[config.mk]
export PLATFORM = sky130hd
export DESIGN_NAME = gcd_isqrt
export DESIGN_NICKNAME = d
export VERILOG_FILES = /design/src/rtl/core/gcd_pkg.sv /design/src/rtl/core/gcd_isqrt.sv
export SDC_FILE = /design/constraint.sdc
export NUM_CORES = 2
export LEC_CHECK = 0
export BUFFER_PORTS_ARGS = -buffer_cell sky130_fd_sc_hd__buf_4
export CAP_MARGIN = 20
export CORE_MARGIN = 2
export CORE_UTILIZATION = 60
export DETAILED_ROUTE_END_ITERATION = 6
export PLACE_DENSITY = 0.76
export SLEW_MARGIN = 30
export SYNTH_ARGS = -nofsm -noshare
export SYNTH_HDL_FRONTEND = slang
export SYNTH_SLANG_ARGS = --single-unit
[constraint.sdc]
create_clock -name clock -period 3.9 [get_ports clock]
set_input_delay 0.195 -clock clock [delete_from_list [all_inputs] [get_ports clock]]
set_output_delay 0.195 -clock clock [all_outputs]
set_load 0.1 [all_outputs]
[src/rtl/core/gcd_pkg.sv]
// ----------------------------------------------------------------------------
// gcd_pkg
// Shared types, constants and the arctangent table for the great-circle
// distance pipeline.
// ----------------------------------------------------------------------------
package gcd_pkg;

   localparam int WORD_W = 34;
   typedef logic signed [WORD_W-1:0] cordic_word_type;

   // Square root input is a 33-bit value shifted up by 28, padded to 62 bits.
   localparam int SQRT_STEPS = 31;
   localparam int SQRT_IN_W = 33;

   localparam logic [31:0] RAD_MUL = 32'd4024455254;
   localparam cordic_word_type CORDIC_GAIN = 34'sd652032874;
   localparam logic signed [30:0] LAT_MAX = 31'sd900000000;
   localparam logic signed [33:0] HALF_TURN = 34'sd1800000000;
   localparam logic signed [33:0] ONE_TURN = 34'sd3600000000;
   localparam logic [34:0] DIST_MAX = 35'd20106192983;
   localparam logic [9:0] MM_PER_M = 10'd1000;
   localparam logic [32:0] RADIUS_MM_RESET = 33'd6371000000;

   // Floor of atan(2^-i) in Q2.30.
   function automatic cordic_word_type atan_q30(input int i);
      cordic_word_type r;
      case (i)
         0: r = 34'sd843314856;
         1: r = 34'sd497837829;
         2: r = 34'sd263043836;
         3: r = 34'sd133525158;
         4: r = 34'sd67021686;
         5: r = 34'sd33543515;
         6: r = 34'sd16775850;
         7: r = 34'sd8388437;
         8: r = 34'sd4194282;
         9: r = 34'sd2097149;
         default: begin
            if (i < 30) r = (34'sd1 <<< (30 - i)) - 34'sd1;
            else r = '0;
         end
      endcase
      return r;
   endfunction

endpackage

[src/rtl/core/gcd_isqrt.sv]
// ----------------------------------------------------------------------------
// gcd_isqrt
// Pipelined floor square root of (value << 28), one root bit per stage.
// ----------------------------------------------------------------------------
module gcd_isqrt import gcd_pkg::*; (
   input  logic                    clock,
   input  logic                    reset,
   input  logic                    adv,
   input  logic                    in_valid,
   input  logic [SQRT_IN_W-1:0]    value,
   output logic                    out_valid,
   output logic [SQRT_STEPS-1:0]   root
);

   // Remainder never exceeds twice the partial root.
   logic [61:0]            v_d   [SQRT_STEPS+1];
   logic [32:0]            rem_d [SQRT_STEPS+1];
   logic [SQRT_STEPS-1:0]  q_d   [SQRT_STEPS+1];
   logic                   val_d [SQRT_STEPS+1];

   assign v_d[0]   = {1'b0, value, 28'd0};
   assign rem_d[0] = '0;
   assign q_d[0]   = '0;
   assign val_d[0] = in_valid;

   for (genvar i = 0; i < SQRT_STEPS; i++) begin : g_step
      logic [34:0] rem2, trial;
      logic [32:0] rem_in, rem_ff;
      logic [SQRT_STEPS-1:0] q_in, q_ff;
      logic [61:0] v_ff;
      logic val_ff;

      always_comb begin
         rem2  = {rem_d[i], v_d[i][61:60]};
         trial = {2'b00, q_d[i], 2'b01};
         if (rem2 >= trial) begin
            rem_in = 33'(rem2 - trial);
            q_in   = {q_d[i][SQRT_STEPS-2:0], 1'b1};
         end else begin
            rem_in = rem2[32:0];
            q_in   = {q_d[i][SQRT_STEPS-2:0], 1'b0};
         end
      end

      always_ff @(posedge clock) begin
         if (reset) begin
            val_ff <= 1'b0;
         end else if (adv) begin
            val_ff <= val_d[i];
         end
      end

      always_ff @(posedge clock) begin
         if (adv) begin
            rem_ff <= rem_in;
            q_ff   <= q_in;
            v_ff   <= {v_d[i][59:0], 2'b00};
         end
      end

      assign rem_d[i+1] = rem_ff;
      assign q_d[i+1]   = q_ff;
      assign v_d[i+1]   = v_ff;
      assign val_d[i+1] = val_ff;
   end

   assign out_valid = val_d[SQRT_STEPS];
   assign root      = q_d[SQRT_STEPS];

endmodule

# Word-level counts from Yosys, hierarchy flattened

Cells that the tools add are included.

Bits in registers: 1758
Output and inout bits: 32

Add/sub/neg operators: 30
Order comparisons: 31
Mux-type cells: 61

Operators with widths:

| operator         | count |
|---|---|
| $mux 33          | 29 |
| $ge 35x10->1     | 1 |
| $ge 35x11->1     | 1 |
| $ge 35x12->1     | 1 |
| $ge 35x13->1     | 1 |
| $ge 35x14->1     | 1 |
| $ge 35x15->1     | 1 |
| $ge 35x16->1     | 1 |
| $ge 35x17->1     | 1 |
| $ge 35x18->1     | 1 |
| $ge 35x19->1     | 1 |
| $ge 35x20->1     | 1 |
| $ge 35x21->1     | 1 |
| $ge 35x22->1     | 1 |
| $ge 35x23->1     | 1 |
| $ge 35x24->1     | 1 |
| $ge 35x25->1     | 1 |
| $ge 35x26->1     | 1 |
| $ge 35x27->1     | 1 |
| $ge 35x28->1     | 1 |
| $ge 35x29->1     | 1 |
| $ge 35x3->1      | 1 |
| $ge 35x30->1     | 1 |
| $ge 35x31->1     | 1 |
| 39 further kinds | 70 |

# Depth between registers and ports, before layout

Depth in word-level cells: 2
Mapped depth: 13
Mapped depth without buffers: 13

# Least setup slack after synthesis

No wires, ideal clock.

Kind: flip-flop to flip-flop
Start: register g_step[22].rem_ff[0]
End: register g_step[23].rem_ff[32], data pin
Arrival: 3251 ps
Data required time: 3640 ps
Slack: 390 ps
Stages on the path, launching flop included: 12
Buffers on the path: 0
Clock period less this slack: 3510 ps
Cells stage by stage: edfxtp_1 ha_1 fa_1 a21o_1 a21oi_1 o21ai_0 a211oi_1 o31a_1 o21bai_1 a31o_2 a2111oi_0 mux2_2

Word-level cells in the longest chain between the ends: 2
Elaborated cells on any way between the ends: 3
Those cells by class: add/sub: 1; order compare: 1; mux: 1

Ends and longest elaborated chain:

| what                                           | RTL line                         | text |
|---|---|---|
| from (decl)                                    | gcd_isqrt.sv:28                  | `logic [32:0] rem_in, rem_ff;` |
| from (signal assigned)                         | gcd_isqrt.sv:55                  | `rem_ff <= rem_in;` |
| $sub 33x25->33 or $ge 35x25->1 (tied branches) | gcd_isqrt.sv:37, gcd_isqrt.sv:36 |  |
| $mux 33 (*)                                    | gcd_isqrt.sv:36                  | `if (rem2 >= trial) begin` |
| named net g_step[23].rem_in[32]                | gcd_isqrt.sv:28                  |  |
| to (signal assigned)                           | gcd_isqrt.sv:55                  |  |
| to (decl)                                      | gcd_isqrt.sv:28                  |  |

The timed path passes the listed nets; every way through them passes the cells marked *.
A chain may end at the register's enable or synchronous reset.

# Worst setup path after layout

Start: register g_step[26].rem_ff[0]
End: register g_step[27].rem_ff[32], data pin

Word-level cells in the longest chain between the ends: 2
Elaborated cells on any way between the ends: 3
Those cells by class: add/sub: 1; order compare: 1; mux: 1

Ends and longest elaborated chain:

| what                                           | RTL line |
|---|---|
| from (decl)                                    | gcd_isqrt.sv:28 |
| from (signal assigned)                         | gcd_isqrt.sv:55 |
| $sub 33x29->33 or $ge 35x29->1 (tied branches) | gcd_isqrt.sv:37, gcd_isqrt.sv:36 |
| $mux 33 (*)                                    | gcd_isqrt.sv:36 |
| named net g_step[27].rem_in[32]                | gcd_isqrt.sv:28 |
| to (signal assigned)                           | gcd_isqrt.sv:55 |
| to (decl)                                      | gcd_isqrt.sv:28 |

Marks and branches as above.

==> metrics.txt <==
Die Span X=387.2 um; row cnt=140; worst-skew pair later-pin latency=0.82 ns; overall routed net length=176.2 mm; Post-Syn Instances=7459; area grow syn2layout=11.08%; status=finished, final reports clean; final-report max-slew violation count=0; Syn Area/Cell=11.81 sq um; die height=387.2 um; Post-synth EDFFs=1675; switching power=15950 uW; Fmax=263.8 MHz; Flop pwr share=46.4%; Worst-path clk slew=0.06 ns; first-pass GRT wire length=286.8 mm; GP Congestion=0.9083; post-CTS setup buffers=0; PD cells=558.5 nW/um^2; Clock Sinks=1706; Net Count, Synth=8012; # setup viols final=0; share of post-route cells with drive strength above 1=7.791%; YS warnings=0; grt ovf=0; flops & latches, synth=1706; leading area contributor after synthesis=edfxtp_1; Crit. End Element=flop; critical path startpoint category=flop; post-synth cell types=101; Final nets=8252; Period minus WS final=3.791 ns; total number of vias=57140; Comb power frac=22.4%; WL/cell=18.05 um; period utilization=97.20%; Worst Path Arrival=4.34 ns; Max Root-Sink Buffers=3; CTS tree=yes; # Max-Cap Violations=0; total track usage=23.39%; Vias/cell=5.855; dominant synthesized flop cell=edfxtp_1; length of the first detailed-routing pass in iterations=6; clk_skew=0.03121 ns; relative slew slack=40.78%; Leakage=0.03807 uW; final core utilization=67.17%; PortBufs=68; ranking of synthesized cells by area=edfxtp_1, ha_1, xor2_1; top-area cell type share of the netlist area=57.08%; sequential share of the synthesized area=57.78%; num ports=69; endpoints failing hold=0; hpwl dp=126.9 mm; initial core utilization=60.47%; most frequent cell after synthesis=edfxtp_1; CTS Buf Count=175; antenna viol nets, final=0; DRC Markers=0; ANT cells=0; Sw Share=29.17%; Synth async-reset ratio=0%; synthesized area=88130 sq um; synth cell count leaders=edfxtp_1, inv_1, nor2_1; Clk pwr share=31.2%; initial antenna violation count=1; Worst EP required=4.45 ns; root buf cell=clkbuf_16; Slew @ Worst Pin=0.8771 ns; Fin Setup TNS=0 ns; core area=145700 sq um; Hold Slack=0.09137 ns; vias in the first global route=55600; CTS H-tree lvls=4; P_int=38730 uW; die area=150000 sq um; Max FO, Critical Path=3; critical path class=flop to flop; DRT iter0 DRCs=4557; class of the worst hold path=input port to flop; VDD IR max=0.0004700 V; largest net degree at the start of global routing=119
==> kinds of logic (layout without fill, tap and decap cells) <==
group           after synthesis  after routing  synth area share [%]
compound gates             1590           1590                 11.32
xor+xnor                    728            728                 7.235
fa+ha+maj                   516            516                 7.437
buf+inv                     768           1151                 3.327
flops                      1706           1706                 57.78
mux                         110            110                 1.352
other cells                   1              1              0.004255
simple gates               2040           2040                 11.54
==> flip-flops by register name, summed over array words and instances, names as in the netlist <==
name,count
g_step.q_ff,465
g_step.val_ff,30
g_step.v_ff,272
out_valid,1
root,31
g_step.rem_ff,907
==> power groups by stage <==
stage          logic, uW  clock network, uW  registers, uW
4_1_cts            12100              17400          25400
2_1_floorplan       9160                  0          25000
3_5_place_dp       12000                  0          25700
5_1_grt            13700              18100          25600
3_3_place_gp       11700                  0          25700
6_report           12200              17100          25400
==> cells in the final DEF, fill, tap and decap left out, drive strengths merged, types with 100 or more instances in the layout <==
cell type	n
o21ai	433
nor4	116
clkbuf	206
nor3	236
nor2	513
ha	503
a21oi	444
nand3	124
xnor2	356
a21o	200
inv	625
xor2	372
nand2	507
o21a	100
edfxtp	1675
buf	172
==> worst max-delay path, stage by stage, from the launching register on <==
cell       delay [ns]
edfxtp_1         0.40
ha_1             0.25
fa_1             0.43
a211oi_1         0.37
o21ai_0          0.25
a41oi_2          0.34
a31oi_1          0.18
a2111oi_1        0.54
buf_4            0.20
nor3_1           0.08
nor2_1           0.13
nor4b_2          0.28
xor2_1           0.10
==> through the flow <==
| stage | std cells | power (uW) | cell area [sq um] | setup slack [ns] |
|---|---|---|---|---|
| after global routing | 9759 | 57410 | 97890 | -0.05772 |
| after CTS | 9759 | 54910 | 97820 | 0.05887 |
| after floorplan | 7459 | 34160 | 88130 | 0.3896 |
| final | 9759 | 54680 | 97890 | 0.1092 |
| after detailed placement | 9402 | 37680 | 91510 | -0.05351 |
| after global placement | 9402 | 37330 | 91510 | -0.04270 |
==> routing by layer <==
layer  share of wire, %  vias to the layer above  GRT usage (%)
met4                2.7                        2          7.301
li1                   -                    27970              -
met3                4.6                      308          3.106
met1                 45                    27460          32.28
met2                 48                     1403          38.71
met5             0.0074                        -              0
==> path summary, 6_finish.rpt <==
path	startpoint	endpoint	slack, ns	depth (start not counted)
max	g_step[26].rem_ff[0]	g_step[27].rem_ff[32]	0.11	12
min reg2reg	g_step[2].v_ff[41]	g_step[3].v_ff[43]	0.41	0
max reg2reg	g_step[26].rem_ff[0]	g_step[27].rem_ff[32]	0.11	12
min	value[0]	g_step[0].v_ff[30]	0.09	2
==> layout make-up <==
cell class | instances | area (sq um)
clock buffer | 206 | 4496
clock inverter | 114 | 1443
fill | 10590 | 47850
inverter | 622 | 2335
multi-input combinational | 4985 | 34410
sequential | 1706 | 50920
tap | 1917 | 2399
timing repair buffer | 209 | 1894
==> timing repair <==
action | 4_1_cts | 5_1_grt
hold endpoints to repair | 77 | 0
endpoints found under the setup margin | 7 | 70
hold buffers | 37 | 0
resized for setup | 2 | 17
(Power assumes the default switching activity.)
